<file path="src/rtl/core/hdt_pkg.sv">
// Shared types and constants for the heartbeat deadline tracker.
`timescale 1ns / 1ps

package hdt_pkg;

    // Field widths
    localparam int unsigned TIME_W = 64;
    localparam int unsigned CFG_W  = 64;
    localparam int unsigned IDX_W  = 2;

    // Millisecond to nanosecond conversion
    localparam logic [TIME_W-1:0] ALL_ONES     = '1;
    localparam logic [TIME_W-1:0] NS_PER_MS    = 64'd1000000;
    localparam logic [TIME_W-1:0] MS_SAT_LIMIT = ALL_ONES / NS_PER_MS;

    // Split of the millisecond value for the two partial products
    localparam int unsigned LO_W      = 32;
    localparam int unsigned MS_W      = $clog2(MS_SAT_LIMIT + 1);
    localparam int unsigned HI_W      = MS_W - LO_W;
    localparam int unsigned CONST_W   = $clog2(NS_PER_MS + 1);
    localparam int unsigned PROD_LO_W = LO_W + CONST_W;
    localparam int unsigned PROD_HI_W = HI_W + CONST_W;

    typedef enum logic [1:0] {
        ACT_START   = 2'd0,
        ACT_RECEIVE = 2'd1,
        ACT_PING    = 2'd2,
        ACT_POLL    = 2'd3
    } action_t;

    typedef enum logic [1:0] {
        DEC_WAIT       = 2'd0,
        DEC_SEND_PING  = 2'd1,
        DEC_HB_EXPIRED = 2'd2,
        DEC_RX_EXPIRED = 2'd3
    } decision_t;

    typedef enum logic [IDX_W-1:0] {
        REG_PING_INTERVAL = 2'd0,
        REG_HB_TIMEOUT    = 2'd1,
        REG_RX_TIMEOUT    = 2'd2,
        REG_UNUSED        = 2'd3
    } cfg_index_t;

endpackage

</file>
<file path="src/rtl/core/hdt_item_if.sv">
// Input channel: action and current time.
`timescale 1ns / 1ps

interface hdt_item_if;
    logic                          valid;
    logic                          ready;
    hdt_pkg::action_t              action;
    logic [hdt_pkg::TIME_W-1:0]    now_time_ns;

    modport source (output valid, output action, output now_time_ns, input ready);
    modport sink   (input valid, input action, input now_time_ns, output ready);
endinterface

</file>
<file path="src/rtl/core/hdt_result_if.sv">
// Result channel: poll decision and wake time.
`timescale 1ns / 1ps

interface hdt_result_if;
    logic                          valid;
    logic                          ready;
    hdt_pkg::decision_t            decision;
    logic [hdt_pkg::TIME_W-1:0]    wake_time_ns;

    modport source (output valid, output decision, output wake_time_ns, input ready);
    modport sink   (input valid, input decision, input wake_time_ns, output ready);
endinterface

</file>
<file path="src/rtl/core/heartbeat_deadline_tracker_unit.sv">
// Heartbeat deadline tracker: three saturating nanosecond deadlines and poll logic.
`timescale 1ns / 1ps

// One transaction per cycle is taken on item while item.ready is high; a poll
// gives its result on the result channel after the input register and then the
// result register, and start, receive and ping transactions give no result. Each
// configuration write converts milliseconds to nanoseconds in a two-stage
// multiply-and-sum path; item.ready is low while that conversion completes.
// item.ready also drops while a poll waits in the input register behind a
// result that has not been taken.
module heartbeat_deadline_tracker_unit
(
    input  logic                              clk,
    input  logic                              rst_n,
    input  logic                              cfg_we,
    input  logic [hdt_pkg::IDX_W-1:0]         cfg_index,
    input  logic [hdt_pkg::CFG_W-1:0]         cfg_wdata,
    hdt_item_if.sink                          item,
    hdt_result_if.source                      result
);

    localparam int unsigned TW = hdt_pkg::TIME_W;

    // Configuration conversion pipeline
    logic                               cv_valid_reg;
    hdt_pkg::cfg_index_t                cv_index_reg;
    logic [hdt_pkg::PROD_LO_W-1:0]      cv_lo_reg;
    logic [hdt_pkg::PROD_HI_W-1:0]      cv_hi_reg;
    logic                               cv_sat_reg;
    logic                               cv_zero_reg;
    logic [TW-1:0]                      cv_span;

    // Interval spans in nanoseconds
    logic [TW-1:0]                      ping_span_reg;
    logic [TW-1:0]                      hb_span_reg;
    logic [TW-1:0]                      rx_span_reg;

    // Deadlines
    logic [TW-1:0]                      next_ping_reg;
    logic [TW-1:0]                      hb_expiry_reg;
    logic [TW-1:0]                      rx_expiry_reg;

    // Input register
    logic                               s1_valid_reg;
    hdt_pkg::action_t                   s1_action_reg;
    logic [TW-1:0]                      s1_now_reg;
    logic                               s1_poll;
    logic                               s1_advance;
    logic                               item_accept;

    // Result register
    logic                               out_valid_reg;
    logic                               out_valid_next;
    hdt_pkg::decision_t                 out_decision_reg;
    hdt_pkg::decision_t                 dec_next;
    logic [TW-1:0]                      out_wake_reg;
    logic [TW-1:0]                      wake_next;

    // Deadline candidates
    logic [TW:0]                        ping_sum;
    logic [TW:0]                        hb_sum;
    logic [TW:0]                        rx_sum;
    logic [TW-1:0]                      ping_deadline;
    logic [TW-1:0]                      hb_deadline;
    logic [TW-1:0]                      rx_deadline;
    logic [TW-1:0]                      min_ph;

    // Launch partial products straight from the write data
    always_ff @(posedge clk or negedge rst_n)
    begin
        if (!rst_n)
        begin
            cv_valid_reg <= 1'b0;
        end
        else
        begin
            cv_valid_reg <= cfg_we;
        end
    end

    always_ff @(posedge clk)
    begin
        if (cfg_we)
        begin
            cv_index_reg <= hdt_pkg::cfg_index_t'(cfg_index);
            cv_lo_reg    <= hdt_pkg::PROD_LO_W'(cfg_wdata[hdt_pkg::LO_W-1:0])
                            * hdt_pkg::PROD_LO_W'(hdt_pkg::NS_PER_MS);
            cv_hi_reg    <= hdt_pkg::PROD_HI_W'(cfg_wdata[hdt_pkg::MS_W-1:hdt_pkg::LO_W])
                            * hdt_pkg::PROD_HI_W'(hdt_pkg::NS_PER_MS);
            cv_sat_reg   <= (cfg_wdata > hdt_pkg::MS_SAT_LIMIT);
            cv_zero_reg  <= (cfg_wdata == '0);
        end
    end

    // Sum partial products, saturate past the representable range
    always_comb
    begin
        if (cv_sat_reg)
        begin
            cv_span = hdt_pkg::ALL_ONES;
        end
        else
        begin
            cv_span = {cv_hi_reg[TW-hdt_pkg::LO_W-1:0], hdt_pkg::LO_W'(0)}
                      + TW'(cv_lo_reg);
        end
    end

    // Commit converted spans; a zero receive timeout means never
    always_ff @(posedge clk or negedge rst_n)
    begin
        if (!rst_n)
        begin
            ping_span_reg <= '0;
            hb_span_reg   <= '0;
            rx_span_reg   <= hdt_pkg::ALL_ONES;
        end
        else if (cv_valid_reg)
        begin
            unique case (cv_index_reg)
                hdt_pkg::REG_PING_INTERVAL: ping_span_reg <= cv_span;
                hdt_pkg::REG_HB_TIMEOUT:    hb_span_reg   <= cv_span;
                hdt_pkg::REG_RX_TIMEOUT:
                begin
                    rx_span_reg <= cv_zero_reg ? hdt_pkg::ALL_ONES : cv_span;
                end
                default: ;
            endcase
        end
    end

    // Handshake: a poll may not leave the input register while a result is stalled
    assign s1_poll     = (s1_action_reg == hdt_pkg::ACT_POLL);
    assign s1_advance  = s1_valid_reg && !(s1_poll && out_valid_reg && !result.ready);
    assign item.ready  = (!s1_valid_reg || s1_advance) && !cv_valid_reg;
    assign item_accept = item.valid && item.ready;

    // Hold the accepted transaction
    always_ff @(posedge clk or negedge rst_n)
    begin
        if (!rst_n)
        begin
            s1_valid_reg <= 1'b0;
        end
        else if (item_accept)
        begin
            s1_valid_reg <= 1'b1;
        end
        else if (s1_advance)
        begin
            s1_valid_reg <= 1'b0;
        end
    end

    always_ff @(posedge clk)
    begin
        if (item_accept)
        begin
            s1_action_reg <= item.action;
            s1_now_reg    <= item.now_time_ns;
        end
    end

    // Saturating deadline adds
    always_comb
    begin
        ping_sum = {1'b0, s1_now_reg} + {1'b0, ping_span_reg};
        hb_sum   = {1'b0, s1_now_reg} + {1'b0, hb_span_reg};
        rx_sum   = {1'b0, s1_now_reg} + {1'b0, rx_span_reg};
        ping_deadline = (ping_sum[TW] || ping_span_reg == hdt_pkg::ALL_ONES)
                        ? hdt_pkg::ALL_ONES : ping_sum[TW-1:0];
        hb_deadline   = (hb_sum[TW] || hb_span_reg == hdt_pkg::ALL_ONES)
                        ? hdt_pkg::ALL_ONES : hb_sum[TW-1:0];
        rx_deadline   = (rx_sum[TW] || rx_span_reg == hdt_pkg::ALL_ONES)
                        ? hdt_pkg::ALL_ONES : rx_sum[TW-1:0];
    end

    // Update deadlines for start, receive and ping
    always_ff @(posedge clk or negedge rst_n)
    begin
        if (!rst_n)
        begin
            next_ping_reg <= '0;
            hb_expiry_reg <= '0;
            rx_expiry_reg <= '0;
        end
        else if (s1_advance)
        begin
            case (s1_action_reg) inside
                hdt_pkg::ACT_START,
                hdt_pkg::ACT_RECEIVE:
                begin
                    next_ping_reg <= ping_deadline;
                    hb_expiry_reg <= hb_deadline;
                    rx_expiry_reg <= rx_deadline;
                end
                hdt_pkg::ACT_PING:
                begin
                    next_ping_reg <= ping_deadline;
                end
                default: ;
            endcase
        end
    end

    // Poll decision in priority order
    always_comb
    begin
        min_ph    = (hb_expiry_reg < next_ping_reg) ? hb_expiry_reg : next_ping_reg;
        wake_next = '0;
        if (ping_span_reg == '0 || hb_span_reg == '0)
        begin
            dec_next = hdt_pkg::DEC_RX_EXPIRED;
        end
        else if (hb_expiry_reg <= s1_now_reg)
        begin
            dec_next = hdt_pkg::DEC_HB_EXPIRED;
        end
        else if (rx_expiry_reg <= s1_now_reg)
        begin
            dec_next = hdt_pkg::DEC_RX_EXPIRED;
        end
        else if (next_ping_reg <= s1_now_reg)
        begin
            dec_next = hdt_pkg::DEC_SEND_PING;
        end
        else
        begin
            dec_next  = hdt_pkg::DEC_WAIT;
            wake_next = (rx_expiry_reg < min_ph) ? rx_expiry_reg : min_ph;
        end
    end

    // Result register
    always_comb
    begin
        if (s1_advance && s1_poll)
        begin
            out_valid_next = 1'b1;
        end
        else if (result.ready)
        begin
            out_valid_next = 1'b0;
        end
        else
        begin
            out_valid_next = out_valid_reg;
        end
    end

    always_ff @(posedge clk or negedge rst_n)
    begin
        if (!rst_n)
        begin
            out_valid_reg <= 1'b0;
        end
        else
        begin
            out_valid_reg <= out_valid_next;
        end
    end

    always_ff @(posedge clk)
    begin
        if (s1_advance && s1_poll)
        begin
            out_decision_reg <= dec_next;
            out_wake_reg     <= wake_next;
        end
    end

    assign result.valid        = out_valid_reg;
    assign result.decision     = out_decision_reg;
    assign result.wake_time_ns = out_wake_reg;

endmodule
</file>
<file path="src/flat_wrapper.sv">
// flat-port wrapper written by rule: the top's interface ports become plain ports
module heartbeat_deadline_tracker_unit_flat 
  (clk, rst_n, cfg_we, cfg_index, cfg_wdata, item_valid, item_action, item_now_time_ns, item_ready, result_valid, result_decision, result_wake_time_ns, result_ready);
  hdt_item_if item_i ();
  hdt_result_if result_i ();
  input  logic clk;
  input  logic rst_n;
  input  logic cfg_we;
  input  logic [hdt_pkg::IDX_W-1:0] cfg_index;
  input  logic [hdt_pkg::CFG_W-1:0] cfg_wdata;
  input wire logic [$bits(item_i.valid)-1:0] item_valid;
  input wire logic [$bits(item_i.action)-1:0] item_action;
  input wire logic [$bits(item_i.now_time_ns)-1:0] item_now_time_ns;
  output wire logic [$bits(item_i.ready)-1:0] item_ready;
  output wire logic [$bits(result_i.valid)-1:0] result_valid;
  output wire logic [$bits(result_i.decision)-1:0] result_decision;
  output wire logic [$bits(result_i.wake_time_ns)-1:0] result_wake_time_ns;
  input wire logic [$bits(result_i.ready)-1:0] result_ready;
  assign item_i.valid = item_valid;
  assign item_i.action = item_action;
  assign item_i.now_time_ns = item_now_time_ns;
  assign item_ready = item_i.ready;
  assign result_valid = result_i.valid;
  assign result_decision = result_i.decision;
  assign result_wake_time_ns = result_i.wake_time_ns;
  assign result_i.ready = result_ready;
  heartbeat_deadline_tracker_unit u_core (.clk(clk), .rst_n(rst_n), .cfg_we(cfg_we), .cfg_index(cfg_index), .cfg_wdata(cfg_wdata), .item(item_i), .result(result_i));
endmodule
</file>
<file path="config.mk">
export PLATFORM = sky130hd
export DESIGN_NAME = heartbeat_deadline_tracker_unit_flat
export DESIGN_NICKNAME = d
export VERILOG_FILES = /design/src/rtl/core/hdt_pkg.sv /design/src/rtl/core/hdt_item_if.sv /design/src/rtl/core/hdt_result_if.sv /design/src/rtl/core/heartbeat_deadline_tracker_unit.sv /design/src/flat_wrapper.sv
export SDC_FILE = /design/constraint.sdc
export NUM_CORES = 2
export LEC_CHECK = 0
export ABC_AREA = 0
export CORE_MARGIN = 1.5
export CORE_UTILIZATION = 46
export CTS_CLUSTER_DIAMETER = 50
export DETAILED_ROUTE_END_ITERATION = 10
export DONT_BUFFER_PORTS = 1
export PLACE_DENSITY = 0.68
export SLEW_MARGIN = 20
export SYNTH_ARGS = -nofsm -noshare
export SYNTH_HDL_FRONTEND = slang
export SYNTH_SLANG_ARGS = --single-unit
</file>
<file path="constraint.sdc">
create_clock -name clk -period 6.6 [get_ports clk]
set_clock_uncertainty 0.15 [all_clocks]
set_input_delay 0.33 -clock clk [delete_from_list [all_inputs] [get_ports clk]]
set_output_delay 0.33 -clock clk [all_outputs]
set_load 0.01 [all_outputs]
</file>
# Word level (Yosys, flattened, before mapping)
# Index checks and enable logic that the tools add are counted.
# word_totals
reg_bits,595
in_bits,137
out_inout_bits,68
word_cells,86
# op_classes
n_addsub,4
n_mul,2
order_cmp,6
eq_ne,8
muxes,16
reduce_logical,31
# op_table
cell,n
$mux 64,9
$add 64x64->65,3
$eq 64x64->1 const B,3
$le 64x64->1,3
$logic_not 64->1,3
$lt 64x64->1,2
$add 64x52->64,1
$gt 64x45->1 const B,1
$mul 32x14->46 const B,1
$mul 13x14->26 const B,1
$reduce_and 2->1,5
$mux 1,7
$eq 2x2->1 const B,3
$logic_and 1x1->1,6
$reduce_bool 2->1,3
$logic_or 1x1->1,5
$eq 2x1->1 const B,2
$logic_not 1->1,4
$logic_not 2->1,2
$reduce_or 4->1,1
$reduce_or 3->1,1
$reduce_or 2->1,1

# Longest topological paths before layout
# depth
depth_word,9
ltp_mapped,27
ltp_nobuf,23

# Worst setup path after synthesis
# Ideal clock, no wire load.
# synth_timing
kind,reg-to-reg
start,reg u_core.hb_expiry_reg[37]
end,"reg u_core.out_wake_reg[48], in the netlist u_core.result.wake_time_ns[48], data pin"
setup_time_ns,0.255
arrival_ns,5.597
required_ns,6.195
setup_slack_ns,0.597
path_stages_with_launch,27
n_path_buf,5
period_less_slack_ns,6.003
path_cell_list,dfrtp_1 ha_1 a21o_1 a21o_1 a21oi_1 o22ai_1 o32ai_1 nand2_1 a211oi_1 clkbuf_1 buf_2 mux2i_1 ha_1 a21o_1 a21o_1 a21o_1 a21o_1 a21oi_1 nor2_1 a2111oi_0 o21ai_1 or4_1 buf_2 buf_6 buf_6 or3_1 and3_1
# synth_between
elab_chain_len,4
word_cells_on_any_way,6
classes_between,order compare: 3; mux: 2; reduce/logical: 1
# synth_lines
element,line_no,rtl
start: declaration,heartbeat_deadline_tracker_unit.sv:40,logic [TW-1:0] hb_expiry_reg;
start signal: assignment,heartbeat_deadline_tracker_unit.sv:194,hb_expiry_reg <= hb_deadline;
$lt 64x64->1,heartbeat_deadline_tracker_unit.sv:209,min_ph = (hb_expiry_reg < next_ping_reg) ? hb_expiry_reg : next_ping_reg;
$mux 64,heartbeat_deadline_tracker_unit.sv:209,
$lt 64x64->1,heartbeat_deadline_tracker_unit.sv:230,wake_next = (rx_expiry_reg < min_ph) ? rx_expiry_reg : min_ph;
$mux 64,heartbeat_deadline_tracker_unit.sv:230,
end signal: assignment,heartbeat_deadline_tracker_unit.sv:268,out_wake_reg <= wake_next;
end: declaration,heartbeat_deadline_tracker_unit.sv:56,logic [TW-1:0] out_wake_reg;
# Several ways; a longest one is shown, not always the timed one.
# A chain may end at the register's enable or synchronous reset.

# Worst setup path in the final report
# layout_timing
start,reg u_core.next_ping_reg[46]
end,"reg u_core.out_wake_reg[50], in the netlist u_core.result.wake_time_ns[50], data pin"
# layout_between
elab_chain_len,4
word_cells_on_any_way,6
classes_between,order compare: 3; mux: 2; reduce/logical: 1
# layout_lines
element,line_no,rtl
start: declaration,heartbeat_deadline_tracker_unit.sv:39,logic [TW-1:0] next_ping_reg;
start signal: assignment,heartbeat_deadline_tracker_unit.sv:193,next_ping_reg <= ping_deadline;
start signal: assignment,heartbeat_deadline_tracker_unit.sv:199,next_ping_reg <= ping_deadline;
$lt 64x64->1,heartbeat_deadline_tracker_unit.sv:209,
$mux 64,heartbeat_deadline_tracker_unit.sv:209,
$lt 64x64->1,heartbeat_deadline_tracker_unit.sv:230,
$mux 64,heartbeat_deadline_tracker_unit.sv:230,
# Several ways; a longest one is shown, not always the timed one.

==> impl_metrics.yaml <==
cts:
  insertion_delay_ns: 0.67
  clockBufferDepth: 3
  cts_root_buf: "clkbuf_16"
  ctsHoldBuffers: 90
  clkSinkCount: 580
  numCtsBuffers: 82
  h-tree-depth: 3
  cts_tree: "done"
  clkTransAtPathRegs_ns: 0.06
power_and_ir_drop:
  total_leakage_power_nw: 26.48
  power.total_mw: 30.54
  peakVddDrop_mv: 0.6775
  power_density_mw_per_mm2: 527.0
grt:
  met2_usage_pct: 45.74
  grt_pass1_vias: 42424
  use_met1_pct: 41.86
  grt_pass1_wl_um: 260900
  antenna_found_initial: 14
  grt-busiest-layer: "met2"
  grt_use_met3_pct: 4.476
  overflow: 0
  grt_max_degree: 373
  grt_usage_pct: 29.72
setup_path:
  required_ns: 6.85
  critPathLaunchType: "register"
  end_kind: "register"
  worst-path-max-fanout: 64
  ff2ff_path_depth: 24
  arrival_ns: 6.70
  criticalPathCategory: "reg2reg"
layout:
  syn2layout_area_growth_pct: 12.15
  final_common_cell: "ha_1"
  drive_gt1_share_pct: 7.855
  nets: 6775
  mostFrequentLayoutCells: "ha_1 (798), inv_1 (490), a21oi_1 (446), nor2_1 (387), nand2_1 (328)"
  fill_cells: 10191
  fin_cells: 7223
logic_synthesis:
  syn_nets: 6594
  syn_inst: 5479
  ys_seq_area_share_pct: 30.25
  syn_area_mm2: 0.05167
  yosysWarningCount: 0
  synth.distinct_cells: 100
  synth_ff_type: "dfrtp_1"
  synth_area_per_cell_um2: 9.431
  synthArstFlopShare_pct: 64.14
  synth-edff-count: 208
  synth_seq_cells: 580
floorplan:
  dieArea_mm2: 0.1144
  die_h_um: 338.2
  core_mm2: 0.1110
  die_w_um: 338.2
  boundaryPins: 205
  rows: 122
  start_util_pct: 46.56
min_path:
  hp-class: "in2async"
timing:
  fin_crit_ns: 6.448
  fin_ws_ns: 0.1524
  max_freq_mhz: 155.1
  setup_viol: 0
  relSlewSlack_pct: -13.35
  worst_slew_pin_slew_ns: 1.700
  holdWs_ns: -0.7467
  period_share_pct: 97.69
  slew_violations: 115
  hold_viol_final: 314
status:
  outcome: "complete, but fails checks"
  violations: "negative hold slack, max-slew violations"
job:
  cap_violations: 0
placement:
  dp_hpwl_um: 139300
  dpl.cell_count: 6972
  port_buffers: 0
  pre_cts_ws_ns: -0.1257
  gp_congestion: 1.010
detailed_routing:
  drtIter0Drc: 3840
  drc: 0
  vias: 43154
  viasPerCell: 5.975
  wl_per_cell_um: 23.87
  antenna_left: 0
  wl_um: 172400
  drtPass1Iterations: 6
==> synthesized netlist by cell type (88+ instances only) <==
library cell  instances  area, um2
inv_1               490       1839
nor2_1              389       1460
nand4_1             167       1045
dfrtp_1             313       7833
fa_1                180       3603
ha_1                798       9985
and3_1               88      550.5
edfxtp_1            208       6246
clkbuf_1            133      499.2
a21o_1              200       1501
a21oi_1             449       2247
nand2_1             330       1239
o21ai_0             327       1637
o22a_1              146       1279
xnor2_1             176       1541
==> through the flow <==
step | util [%] | cell area [um2] | setup TNS [ns]
floorplan | - | 51670 | 0
global placement | 48.76 | 54110 | 0
detailed placement | 48.78 | 54130 | -5.553
CTS | 52.16 | 57890 | 0
global route | 52.22 | 57950 | -0.03654
finish | 52.22 | 57950 | 0
==> logic make-up after synthesis <==
| group | Yosys count | share of synthesized area [%] |
|---|---|---|
| adders and majority gates | 978 | 26.30 |
| DFF | 580 | 30.25 |
| and+or+nand+nor | 1432 | 13.75 |
| muxes | 66 | 1.281 |
| AOI/OAI and AO/OA | 1501 | 18.69 |
| buffers and inverters | 665 | 5.385 |
| xor gates and xnor gates | 257 | 4.356 |
==> report_power, final <==
| group | leakage, nW | internal, mW | switching, mW |
|---|---|---|---|
| registers | 5.90 | 5.36 | 1.62 |
| clock network | 1.36 | 2.70 | 1.86 |
| logic | 19.2 | 8.37 | 10.6 |
==> path summary, 6_finish.rpt <==
kind | from | to | slack [ns]
setup / recovery | u_core.next_ping_reg[46] | u_core.result.wake_time_ns[50] | 0.15
hold / removal | rst_n | u_core.rx_expiry_reg[12] | -0.75
setup reg to reg | u_core.next_ping_reg[46] | u_core.result.wake_time_ns[50] | 0.15
hold reg to reg | u_core.rx_span_reg[32] | u_core.rx_span_reg[32] | 0.33
max in group asynchronous | rst_n | u_core.ping_span_reg[23] | 5.70
min in group clk | cfg_wdata[5] | u_core.cv_lo_reg[11] | 0.03
==> routing by layer <==
metal	routed length, um	up-vias
met4	7076	16
met3	13020	289
li1	-	20319
met2	75230	1582
met5	99	-
met1	76990	20948
==> worst max-delay path, cell delays in order, from the launching register on <==
cell	delay [ns]
dfrtp_1	0.43
inv_1	0.07
ha_1	0.28
nand4_1	0.19
or3_1	0.43
nor2_1	0.13
nand2_2	0.14
a2111oi_4	0.36
buf_4	0.20
a211oi_4	0.06
buf_4	0.19
buf_12	0.15
buf_4	0.18
mux2i_1	0.26
ha_1	0.30
a21o_1	0.16
a21o_1	0.17
a21oi_1	0.12
o21ai_0	0.26
a221oi_2	0.34
a31oi_1	0.15
or4_2	0.64
buf_12	0.23
or3_1	0.37
and3_1	0.19
==> cell type report <==
type	instances	area (um2)	area share [%]
sequential	580	15630	26.97
inverter	491	1843	3.180
timing repair buffer	271	2394	4.130
multi-input combinational	4234	33390	57.61
antenna	6	15.01	0.02591
clock inverter	58	661.9	1.142
tap	1488	1862	3.213
clock buffer	95	2162	3.731
==> repair_timing <==
action                     4_1_cts  5_1_grt
pin swaps                        1        1
resized for setup                1        8
hold endpoints to repair       532      372
setup endpoints to repair       64       64
setup buffers                    2        0
No activity file was read; power rests on OpenSTA's default activity.
